File: config.mk
export PLATFORM = sky130hd
export DESIGN_NAME = result_cache_with_replacement_top
export DESIGN_NICKNAME = d
export VERILOG_FILES = /design/src/rtl/core/rcr_pkg.sv /design/src/rtl/core/rcr_ram.sv /design/src/rtl/core/result_cache_with_replacement_top.sv
export SDC_FILE = /design/constraint.sdc
export NUM_CORES = 2
export LEC_CHECK = 0
export BUFFER_PORTS_ARGS = -buffer_cell sky130_fd_sc_hd__buf_2
export CAP_MARGIN = 15
export CORE_ASPECT_RATIO = 1.75
export CORE_UTILIZATION = 50
export CTS_CLUSTER_SIZE = 20
export DETAILED_ROUTE_END_ITERATION = 10
export MAX_ROUTING_LAYER = met4
export PLACE_DENSITY = 0.76
export SYNTH_ARGS = -nofsm -noshare
export SYNTH_HDL_FRONTEND = slang
export SYNTH_SLANG_ARGS = --single-unit
File: constraint.sdc
create_clock -name clk -period 28.7 [get_ports clk]
set_input_delay 2.87 -clock clk [delete_from_list [all_inputs] [get_ports clk]]
set_output_delay 2.87 -clock clk [all_outputs]
set_load 0.005 [all_outputs]
File: src/rtl/core/rcr_pkg.sv
// Shared constants for the result cache: codes, field widths, parameter defaults.
`default_nettype none
package rcr_pkg;
    localparam int ENTRIES_DEF     = 16;
    localparam int EVICT_COUNT_DEF = 4;
    localparam int KEY_BITS_DEF    = 64;

    localparam int CMD_W   = 2;
    localparam int TAG_W   = 64;
    localparam int VAL_W   = 16;
    localparam int CNT_W   = 16;
    localparam int EVC_W   = 5;
    localparam int SEED_W  = 16;
    localparam int S_DATA_W = 88;   // 82 payload bits padded to bytes
    localparam int M_DATA_W = 24;   // 23 payload bits padded to bytes
    localparam int CFG_IDX_W = 2;

    localparam logic [CMD_W-1:0] CMD_LOOKUP = 2'd0;
    localparam logic [CMD_W-1:0] CMD_INSERT = 2'd1;
    localparam logic [CMD_W-1:0] CMD_GET    = 2'd2;
    localparam logic [CMD_W-1:0] CMD_CLEAR  = 2'd3;

    localparam logic [1:0] POL_FIFO   = 2'd0;
    localparam logic [1:0] POL_FEWEST = 2'd1;
    localparam logic [1:0] POL_RANDOM = 2'd2;

    localparam logic [CFG_IDX_W-1:0] REG_POLICY = 2'd0;
    localparam logic [CFG_IDX_W-1:0] REG_SEED   = 2'd1;

    localparam logic [SEED_W-1:0] LFSR_TAPS = 16'hB400;
endpackage
`default_nettype wire

File: src/rtl/core/rcr_ram.sv
// Generic single-write, single-read RAM with registered read data.
`default_nettype none
module rcr_ram #(
    parameter int WIDTH = 8,
    parameter int DEPTH = 16
) (
    input  wire logic                     clk,
    input  wire logic                     we,
    input  wire logic [$clog2(DEPTH)-1:0] waddr,
    input  wire logic [WIDTH-1:0]         wdata,
    input  wire logic [$clog2(DEPTH)-1:0] raddr,
    output logic      [WIDTH-1:0]         rdata
);
    logic [WIDTH-1:0] mem [DEPTH];

    always_ff @(posedge clk)
    begin
        if (we)
        begin
            mem[waddr] <= wdata;
        end
        rdata <= mem[raddr];
    end
endmodule
`default_nettype wire

File: src/rtl/core/result_cache_with_replacement_top.sv
// Top level of the fully associative result cache with selectable eviction.
// Commands: clear empties the cache; lookup/get search entries in order until a key match;
// an insert searches too and, on a miss with room, writes the new entry at the end.
// A full insert first evicts entries, shifting later entries down over each victim; victim pick:
// fewest hits scans all entries, random a bit-serial modulo of the LFSR, oldest entry 0.
// Reset (rst_n low, async): cache empty, policy oldest first, seed and LFSR 1.
`default_nettype none
module result_cache_with_replacement_top #(
    parameter int ENTRIES     = rcr_pkg::ENTRIES_DEF,
    parameter int EVICT_COUNT = rcr_pkg::EVICT_COUNT_DEF,
    parameter int KEY_BITS    = rcr_pkg::KEY_BITS_DEF
) (
    input  wire logic                          clk,
    input  wire logic                          rst_n,
    // command[1:0], key_tag[65:2], data_value[81:66], zero pad
    input  wire logic [rcr_pkg::S_DATA_W-1:0]  s_tdata,
    input  wire logic                          s_tvalid,
    output logic                               s_tready,
    // hit[0], read_value[16:1], status[17], evicted_count[22:18], zero pad
    output logic      [rcr_pkg::M_DATA_W-1:0]  m_tdata,
    output logic                               m_tvalid,
    input  wire logic                          m_tready,
    input  wire logic                          cfg_valid,
    output logic                               cfg_ready,
    input  wire logic [rcr_pkg::CFG_IDX_W-1:0] cfg_index,
    input  wire logic [rcr_pkg::SEED_W-1:0]    cfg_data
);
    import rcr_pkg::*;

    localparam int IDX_W  = $clog2(ENTRIES);
    localparam int OCC_W  = $clog2(ENTRIES + 1);
    localparam int EV_W   = $clog2(EVICT_COUNT + 1);
    localparam int WORD_W = KEY_BITS + VAL_W + CNT_W;
    localparam int MODB_W = $clog2(SEED_W);

    localparam logic [3:0] ST_IDLE   = 4'd0;
    localparam logic [3:0] ST_SRD    = 4'd1;   // search: issue read
    localparam logic [3:0] ST_SCMP   = 4'd2;   // search: compare key
    localparam logic [3:0] ST_EVSEL  = 4'd3;   // pick next eviction
    localparam logic [3:0] ST_MINRD  = 4'd4;
    localparam logic [3:0] ST_MINCMP = 4'd5;
    localparam logic [3:0] ST_MOD    = 4'd6;   // lfsr mod occupancy
    localparam logic [3:0] ST_MVRD   = 4'd7;   // compaction: read next
    localparam logic [3:0] ST_MVWR   = 4'd8;   // compaction: write down
    localparam logic [3:0] ST_INS    = 4'd9;
    localparam logic [3:0] ST_OUT    = 4'd10;

    localparam logic [OCC_W-1:0] FULL = OCC_W'(ENTRIES);
    localparam logic [EV_W-1:0]  EV_MAX = EV_W'(EVICT_COUNT);

    logic [3:0]          state_reg, state_next;
    logic [CMD_W-1:0]    cmd_reg;
    logic [KEY_BITS-1:0] key_reg;
    logic [VAL_W-1:0]    data_reg;
    logic [OCC_W-1:0]    occ_reg;
    logic [OCC_W-1:0]    ptr_reg;
    logic [OCC_W-1:0]    best_reg;
    logic [CNT_W-1:0]    best_cnt_reg;
    logic [EV_W-1:0]     n_reg;
    logic [1:0]          policy_reg;
    logic [SEED_W-1:0]   lfsr_reg;
    logic [SEED_W-1:0]   mod_sh_reg;
    logic [OCC_W:0]      rem_reg;
    logic [MODB_W-1:0]   modb_reg;
    logic                res_hit_reg, res_status_reg;
    logic [VAL_W-1:0]    res_value_reg;
    logic                m_valid_reg;
    logic [M_DATA_W-1:0] m_data_reg;

    logic                ram_we;
    logic [IDX_W-1:0]    ram_waddr, ram_raddr;
    logic [WORD_W-1:0]   ram_wdata, ram_rdata;
    logic [KEY_BITS-1:0] rd_key;
    logic [VAL_W-1:0]    rd_value;
    logic [CNT_W-1:0]    rd_cnt;
    logic [OCC_W-1:0]    ptr_inc;
    logic [OCC_W:0]      rem_try;
    logic [OCC_W:0]      rem_new;
    logic [SEED_W-1:0]   lfsr_step;
    logic                s_fire, out_free;

    assign rd_key   = ram_rdata[KEY_BITS-1:0];
    assign rd_value = ram_rdata[KEY_BITS +: VAL_W];
    assign rd_cnt   = ram_rdata[KEY_BITS+VAL_W +: CNT_W];
    assign ptr_inc  = ptr_reg + OCC_W'(1);

    assign s_tready  = (state_reg == ST_IDLE);
    assign s_fire    = s_tvalid && s_tready;
    assign cfg_ready = 1'b1;
    assign out_free  = !m_valid_reg || m_tready;
    assign m_tvalid  = m_valid_reg;
    assign m_tdata   = m_data_reg;

    // Galois step, right shift
    assign lfsr_step = lfsr_reg[0] ? ((lfsr_reg >> 1) ^ LFSR_TAPS) : (lfsr_reg >> 1);

    // restoring modulo, one dividend bit per cycle
    assign rem_try = {rem_reg[OCC_W-1:0], mod_sh_reg[SEED_W-1]};
    assign rem_new = (rem_try >= {1'b0, occ_reg}) ? (rem_try - {1'b0, occ_reg}) : rem_try;

    // RAM port control
    always_comb
    begin
        ram_we    = 1'b0;
        ram_waddr = ptr_reg[IDX_W-1:0];
        ram_wdata = ram_rdata;
        ram_raddr = ptr_reg[IDX_W-1:0];
        unique case (state_reg)
            ST_SCMP:
            begin
                if (rd_key == key_reg && cmd_reg == CMD_GET && rd_cnt != {CNT_W{1'b1}})
                begin
                    ram_we    = 1'b1;
                    ram_wdata = {rd_cnt + CNT_W'(1), rd_value, rd_key};
                end
            end
            ST_MVRD:
            begin
                ram_raddr = ptr_inc[IDX_W-1:0];
            end
            ST_MVWR:
            begin
                ram_we = 1'b1;
            end
            ST_INS:
            begin
                ram_we    = (occ_reg < FULL);
                ram_waddr = occ_reg[IDX_W-1:0];
                ram_wdata = {CNT_W'(0), data_reg, key_reg};
            end
            default:
            begin
            end
        endcase
    end

    always_comb
    begin
        state_next = state_reg;
        unique case (state_reg)
            ST_IDLE:   if (s_fire) state_next = (s_tdata[CMD_W-1:0] == CMD_CLEAR) ? ST_OUT : ST_SRD;
            ST_SRD:
            begin
                if (ptr_reg >= occ_reg)
                begin
                    if (cmd_reg == CMD_INSERT)
                        state_next = (occ_reg >= FULL) ? ST_EVSEL : ST_INS;
                    else
                        state_next = ST_OUT;
                end
                else
                    state_next = ST_SCMP;
            end
            ST_SCMP:   state_next = (rd_key == key_reg) ? ST_OUT : ST_SRD;
            ST_EVSEL:
            begin
                if (n_reg == EV_MAX || occ_reg == '0)
                    state_next = ST_INS;
                else if (policy_reg == POL_FEWEST)
                    state_next = ST_MINRD;
                else if (policy_reg == POL_RANDOM)
                    state_next = ST_MOD;
                else
                    state_next = ST_MVRD;
            end
            ST_MINRD:  state_next = (ptr_reg >= occ_reg) ? ST_MVRD : ST_MINCMP;
            ST_MINCMP: state_next = ST_MINRD;
            ST_MOD:    if (modb_reg == MODB_W'(SEED_W - 1)) state_next = ST_MVRD;
            ST_MVRD:   state_next = (ptr_inc >= occ_reg) ? ST_EVSEL : ST_MVWR;
            ST_MVWR:   state_next = ST_MVRD;
            ST_INS:    state_next = ST_OUT;
            ST_OUT:    if (out_free) state_next = ST_IDLE;
            default:   state_next = ST_IDLE;
        endcase
    end

    always_ff @(posedge clk or negedge rst_n)
    begin
        if (!rst_n)
        begin
            state_reg   <= ST_IDLE;
            occ_reg     <= '0;
            policy_reg  <= POL_FIFO;
            lfsr_reg    <= SEED_W'(1);
            m_valid_reg <= 1'b0;
        end
        else
        begin
            state_reg <= state_next;
            if (cfg_valid && cfg_index == REG_POLICY)
                policy_reg <= cfg_data[1:0];
            if (cfg_valid && cfg_index == REG_SEED)
                lfsr_reg <= cfg_data;
            else if (state_reg == ST_EVSEL && state_next == ST_MOD)
                lfsr_reg <= lfsr_step;

            if (s_fire && s_tdata[CMD_W-1:0] == CMD_CLEAR)
                occ_reg <= '0;
            else if (state_reg == ST_MVRD && ptr_inc >= occ_reg)
                occ_reg <= occ_reg - OCC_W'(1);
            else if (state_reg == ST_INS && occ_reg < FULL)
                occ_reg <= occ_reg + OCC_W'(1);

            if (state_reg == ST_OUT && out_free)
                m_valid_reg <= 1'b1;
            else if (m_tready)
                m_valid_reg <= 1'b0;
        end
    end

    // datapath registers
    always_ff @(posedge clk)
    begin
        unique case (state_reg)
            ST_IDLE:
            begin
                cmd_reg        <= s_tdata[CMD_W-1:0];
                key_reg        <= s_tdata[CMD_W +: KEY_BITS];
                data_reg       <= s_tdata[CMD_W+TAG_W +: VAL_W];
                ptr_reg        <= '0;
                n_reg          <= '0;
                res_hit_reg    <= 1'b0;
                res_status_reg <= 1'b0;
                res_value_reg  <= '0;
            end
            ST_SRD:
            begin
                if (ptr_reg >= occ_reg && cmd_reg == CMD_GET)
                    res_status_reg <= 1'b1;
            end
            ST_SCMP:
            begin
                if (rd_key == key_reg)
                begin
                    res_hit_reg <= 1'b1;
                    if (cmd_reg == CMD_GET)
                        res_value_reg <= rd_value;
                end
                else
                    ptr_reg <= ptr_inc;
            end
            ST_EVSEL:
            begin
                ptr_reg    <= '0;
                rem_reg    <= '0;
                modb_reg   <= '0;
                mod_sh_reg <= lfsr_step;
            end
            ST_MINRD:
            begin
                if (ptr_reg >= occ_reg)
                    ptr_reg <= best_reg;
            end
            ST_MINCMP:
            begin
                if (ptr_reg == '0 || rd_cnt < best_cnt_reg)
                begin
                    best_reg     <= ptr_reg;
                    best_cnt_reg <= rd_cnt;
                end
                ptr_reg <= ptr_inc;
            end
            ST_MOD:
            begin
                rem_reg    <= rem_new;
                mod_sh_reg <= mod_sh_reg << 1;
                modb_reg   <= modb_reg + MODB_W'(1);
                ptr_reg    <= rem_new[OCC_W-1:0];
            end
            ST_MVRD:
            begin
                if (ptr_inc >= occ_reg)
                    n_reg <= n_reg + EV_W'(1);
            end
            ST_MVWR:
            begin
                ptr_reg <= ptr_inc;
            end
            ST_OUT:
            begin
                if (out_free)
                    m_data_reg <= {1'b0, EVC_W'(n_reg), res_status_reg, res_value_reg,
                                   res_hit_reg};
            end
            default:
            begin
            end
        endcase
    end

    rcr_ram #(
        .WIDTH (WORD_W),
        .DEPTH (ENTRIES)
    ) u_store (
        .clk   (clk),
        .we    (ram_we),
        .waddr (ram_waddr),
        .wdata (ram_wdata),
        .raddr (ram_raddr),
        .rdata (ram_rdata)
    );

`ifndef SYNTHESIS
    a_occ_bound: assert property (@(posedge clk) disable iff (!rst_n)
        occ_reg <= FULL) else $error("occupancy above capacity");
    a_clear_empties: assert property (@(posedge clk) disable iff (!rst_n)
        s_fire && s_tdata[CMD_W-1:0] == CMD_CLEAR |=> occ_reg == '0)
        else $error("clear left entries");
    a_victim_range: assert property (@(posedge clk) disable iff (!rst_n)
        state_reg == ST_MVRD |-> ptr_reg < occ_reg) else $error("victim out of range");
    a_evict_bound: assert property (@(posedge clk) disable iff (!rst_n)
        m_valid_reg |-> m_data_reg[22:18] <= EVC_W'(EVICT_COUNT))
        else $error("too many evictions");
`endif
endmodule
`default_nettype wire
* After elaboration in Yosys (flattened, before gate mapping) *
Memory sizes are Yosys's and may differ from the RTL's. A register that Yosys moved wholly into a read port is not among the register bits.
Index checks and enable logic that the tools add are counted.

storage, ports and cells
  register bits after elaboration = 203
  bits in writable memories = 1536
  input bits = 111
  output and inout port bits = 27
  logic and storage cells = 143
  memories = 1

memories
  memory       words  width  read ports  clocked after memory_dff  wr ports  line           source
  u_store.mem  16     96     1           1                         1         rcr_ram.sv:14  logic [WIDTH-1:0] mem [DEPTH];

cells by class
  add/sub/neg operators = 7
  magnitude comparators = 6
  equal/unequal tests = 27
  mux-type cells = 46
  bitwise operators = 1
  reduce and logical (&&, ||, !) cells = 36

operators by type and width
  operator                 number
  $pmux W96 S2             1
  $mux W96                 1
  $mux W16                 5
  $eq A64 B64 Y1           1
  $pmux W16 S2             2
  $mux W4                  12
  $pmux W4 S11             1
  $mux W5                  6
  $pmux W5 S5              1
  $eq A4 B3 Y1 const B     5
  $add A16 B1 Y16 const B  1
  $eq A4 B4 Y1 const B     4
  $lt A16 B16 Y1           1
  $ne A16 B16 Y1 const B   1
  $reduce_bool A2 Y1       6
  $logic_and A1 B1 Y1      11
  $add A5 B1 Y5 const B    2
  $ge A5 B5 Y1             2
  $logic_not A5 Y1         2
  $ne A2 B2 Y1 const B     5
  $pmux W5 S2              1
  $reduce_and A2 Y1        5
  $eq A4 B2 Y1 const B     2
  $mux W1                  8
  27 further kinds         37

* Longest topological paths before layout *
  depth after elaboration = 9
  depth in mapped cells = 15
  mapped depth without buffers = 14

* Hierarchy *
Synthesis repeated with hierarchy kept, for this count alone.

unflattened totals
  cells, all modules = 3537
  area total of the unflattened synthesis = 70274.9 µm²

by module, submodules not included
  module                             times used  cells an instance  area an instance (µm²)  sequential area each (µm²)
  rcr_ram                            1           2460               59355.7                 48046.1
  result_cache_with_replacement_top  1           1077               10919.2                 5957.0

* Worst setup path after synthesis *
Ideal clock, no wire load.

  path type = reg2reg
  from = reg state_reg[3]
  to = mem u_store.mem[7][0] in the netlist's numbering (enable)
  setup time = 0.688 ns
  data arrival time = 8.467 ns
  required time = 28.012 ns
  setup slack = 19.545 ns
  stages on the path, launching flop included = 9
  buffers on the path = 3
  period minus slack after synthesis = 9.155 ns
  path through = dfrtp_1 > buf_2 > nand2b_1 > clkbuf_1 > or2_2 > clkbuf_1 > nand3b_1 > o31ai_1 > nor3b_1

between the ends
  cells in the longest elaborated chain, start to end = 4
  elaborated cells on any way between the ends = 7
  those cells by class = eq/ne (3); mux (4)

ends and longest elaborated chain
  element                                       line                                      source
  start, declared                               result_cache_with_replacement_top.sv:51   logic [3:0] state_reg, state_next;
  start signal, assigned                        result_cache_with_replacement_top.sv:189  state_reg <= state_next;
  $eq A4 B4 Y1 or $eq A4 B2 Y1 (tied branches)  result_cache_with_replacement_top.sv:108  unique case (state_reg)
  $pmux W1 S3                                   result_cache_with_replacement_top.sv:108
  $mux W1                                       rcr_ram.sv:18                             if (we)
  $mux W1 (not written as such)                 rcr_ram.sv:20                             mem[waddr] <= wdata;
  end, declared                                 rcr_ram.sv:14

Parallel ways exist; a longest one is shown, timed or not.

* Final worst setup path *
  from = reg state_reg[2]
  to = out s_tready

between the ends
  cells in the longest elaborated chain, start to end = 1

ends and longest elaborated chain
  element           line                                     source
  $logic_not A4 Y1  result_cache_with_replacement_top.sv:87  assign s_tready = (state_reg == ST_IDLE);
  end, declared     result_cache_with_replacement_top.sv:18  output logic s_tready,

No other way between the ends.

==> results.yml <==
sta:
  final_max_slew_viol_count: 0
  worst_pin_slew_ns: 1.201
  relSlewSlack_pct: 19.91
  skew_ns: 0.02776
  hold_viol: 0
  fmax_mhz: 168.1
  rsz0062_at_grt: "no"
  final.period_utilization_pct: 20.73
  finalSetupViolations: 0
  min_period_ns: 5.950
  tns_ns: 0
cts:
  clk_path_buf_depth: 3
  root_buffer: "clkbuf_16"
  post_cts_buffers: 0
  cts_tree: "built"
  numCtsBuffers: 161
  cts_resized: 0
  worstSkewPairLatency_ns: 0.80
  clock-sinks: 1835
  htreeDepth: 4
  ctsHoldBuffers: 0
  cts.reportedPaths.clkPinSlew_ns: 0.07
synth:
  synth-edff-count: 1711
  synth_top_area_share_pct: 73.27
  synth_area_um2: 70120
  synth_top_area_cell: "edfxtp_1"
  syn_inst: 3520
  synth-async-reset-ratio_pct: 1.526
  yosys_warnings: 0
  synth_area_leaders: "edfxtp_1 73%, mux4_2 12%, dfxtp_1 2.7%"
  synth_flop_cell: "edfxtp_1"
  syn_area_per_cell_um2: 19.92
  synth.yosys.seq_area_share_pct: 77.01
  synthDistinctLibCells: 64
  ys_ff_latch: 1835
setup_path:
  worstPathMaxFanout: 42
  path_class: "reg2out"
  reg2reg_depth: 9
  critPathCaptureType: "output port"
  critical_path_arrival_ns: 3.08
  startpoint_type: "flip-flop"
  crit_required_ns: 25.83
placement:
  gp_congestion: 0.7922
  portBuffers: 127
  dp_cells: 5358
  hpwl_mm: 76.88
floorplanning:
  die_y_um: 497.4
  die_w_um: 285.1
  num_rows: 181
  dieArea_um2: 141800
  start_util_pct: 50.43
  core_area_um2: 139100
  ios: 138
pwr:
  p_per_area_nw_per_um2: 106.5
  p_leak_nw: 25.81
  ir_drop_mv: 0.1043
layout:
  fillers: 10000
  fin_cells: 5681
  fin_nets: 3850
  drive_gt1_share_pct: 22.49
  largest_register_ffs: 1536
  syn2layout_area_growth_pct: 11.98
detailed_routing:
  vias_per_cell: 6.126
  drt_iter0_markers: 3839
  dr.pass1.iters: 5
  drc: 0
  vias: 34803
  routed_wirelength_mm: 156.7
  drt.antenna.violating_nets: 0
  wl_per_cell_um: 27.58
grt:
  grt_overflow_total: 0
  antenna_found_initial: 13
  grt_pass1_vias: 35917
  grt_start_max_net_pins: 141
  grt_usage_pct: 22.89
  grt_pass1_wl_mm: 231.2
flow_run:
  cap_violations: 0
run_status:
  status: "finished clean"
min_path:
  whs_path_depth: 0
  min_path_type: "reg2reg"
[synthesized netlist by cell type, drive strengths merged (2+ instances only)]
cell type and number:
and3 4, o2111ai 2, dfrtp 27, nor3b 4
mux4 384, nand3b 2, or2 4, a22oi 192
nor3 14, o31ai 11, nor4 9, nor2b 7
o31a 2, mux2i 32, nand4 24, nor2 46
xor2 7, a21oi 31, xnor2 76, o21a 2
nand2 443, clkbuf 60, conb 2, mux2 2
fa 2, nand2b 11, and2 18, inv 39
a211oi 4, nor4b 2, ha 40, o211ai 4
dfxtp 96, nand3 23, a21o 9, buf 116
edfxtp 1711, and4 2, nand4b 2, o21ai 37
[critical path: stages, from the launching register on]
cell and delay (ns):
dfrtp_1 0.52, or2_0 0.37, or3_1 0.44, inv_4 0.64
buf_2 0.25
[final cells by class]
| type | instances | area (µm²) | area share [%] |
|---|---|---|---|
| antenna | 14 | 35.03 | 0.04462 |
| clock buffer | 219 | 4564 | 5.813 |
| clock inverter | 84 | 998.5 | 1.272 |
| inverter | 39 | 148.9 | 0.1896 |
| multi-input combinational | 1472 | 15270 | 19.45 |
| sequential | 1835 | 54000 | 68.78 |
| tap | 1830 | 2290 | 2.916 |
| timing repair buffer | 188 | 1206 | 1.536 |
[per-layer routing]
| metal | GRT usage [%] | up-vias | share of wire [%] | routed length (µm) |
|---|---|---|---|---|
| met5 | - | - | 0 | 0 |
| li1 | - | 14551 | - | - |
| met4 | 7.901 | 0 | 3.2 | 5080 |
| met2 | 37.13 | 1813 | 51 | 79280 |
| met3 | 3.996 | 332 | 8.3 | 13010 |
| met1 | 29.26 | 18107 | 38 | 59310 |
[cell families (layout without fill, tap and decap cells)]
| family | after synthesis | in the layout | synth area share [%] |
|---|---|---|---|
| compound gates | 306 | 306 | 3.071 |
| xor+xnor | 83 | 83 | 1.047 |
| fa+ha+maj | 42 | 42 | 0.7708 |
| buf+inv | 215 | 530 | 1.510 |
| flops | 1835 | 1835 | 77.01 |
| mux | 418 | 418 | 12.82 |
| other cells | 2 | 18 | 0.01071 |
| simple gates | 619 | 619 | 3.754 |
[power breakdown]
| group | switching [mW] | total (mW) | internal [mW] |
|---|---|---|---|
| clock network | 0.964 | 2.26 | 1.30 |
| logic | 1.45 | 2.45 | 0.997 |
| registers | 0.144 | 3.66 | 3.51 |
| total | 2.56 | 8.37 | 5.80 |
[cells in the final DEF (no fill, tap or decap), types with 5 or more instances in the layout]
cell / Yosys / routed
o21ai_1: 5 / 5
clkbuf_16: 0 / 167
clkinv_1: 0 / 13
xnor2_1: 75 / 75
nand2_1: 443 / 443
bufinv_16: 0 / 19
xor2_1: 7 / 7
a22oi_1: 192 / 192
nand2b_1: 11 / 11
inv_6: 0 / 5
ha_1: 40 / 40
nand3_1: 23 / 23
inv_1: 39 / 38
mux4_2: 384 / 384
mux2i_1: 32 / 31
nor2_4: 0 / 19
buf_12: 0 / 9
nor2b_1: 7 / 7
clkbuf_1: 60 / 33
nor2_1: 46 / 27
dfrtp_1: 27 / 27
a21o_1: 9 / 9
nor3_1: 14 / 13
buf_4: 41 / 52
diode_2: 0 / 14
clkbuf_8: 0 / 19
clkinvlp_4: 0 / 10
o31ai_1: 11 / 11
clkinv_2: 0 / 30
edfxtp_1: 1711 / 1711
nor4_1: 9 / 9
a21oi_1: 31 / 31
dfxtp_1: 96 / 96
and2_1: 18 / 18
buf_2: 60 / 127
o21ai_0: 32 / 32
nand4_1: 24 / 24
[path summary, 6_finish.rpt]
path / slack, ns / startpoint / end
max in group asynchronous: 26.11 / rst_n / lfsr_reg[13]
min reg2reg: 0.42 / res_value_reg[10] / m_tdata[11]
max reg2reg: 23.07 / key_reg[24] / u_store.mem[14][7]
min: 0.42 / res_value_reg[10] / m_tdata[11]
max: 22.75 / state_reg[2] / s_tready
min in group asynchronous: 2.13 / rst_n / lfsr_reg[2]
[stage by stage]
step | setup slack [ns] | hold slack, ns | cell area, µm² | power (mW) | utilization (%)
after global routing | 22.63 | 0.4233 | 78510 | 8.705 | 56.46
after global placement | 23.11 | 0.4064 | 72880 | 6.077 | 52.41
after CTS | 22.69 | 0.4194 | 78440 | 8.405 | 56.41
final | 22.75 | 0.4186 | 78520 | 8.366 | 56.47
after floorplan | 19.54 | 0.4003 | 70130 | 5.506 | -
after detailed placement | 23.06 | 0.4054 | 72880 | 6.155 | 52.41
Note: power is estimated with default switching activity, not from simulation.
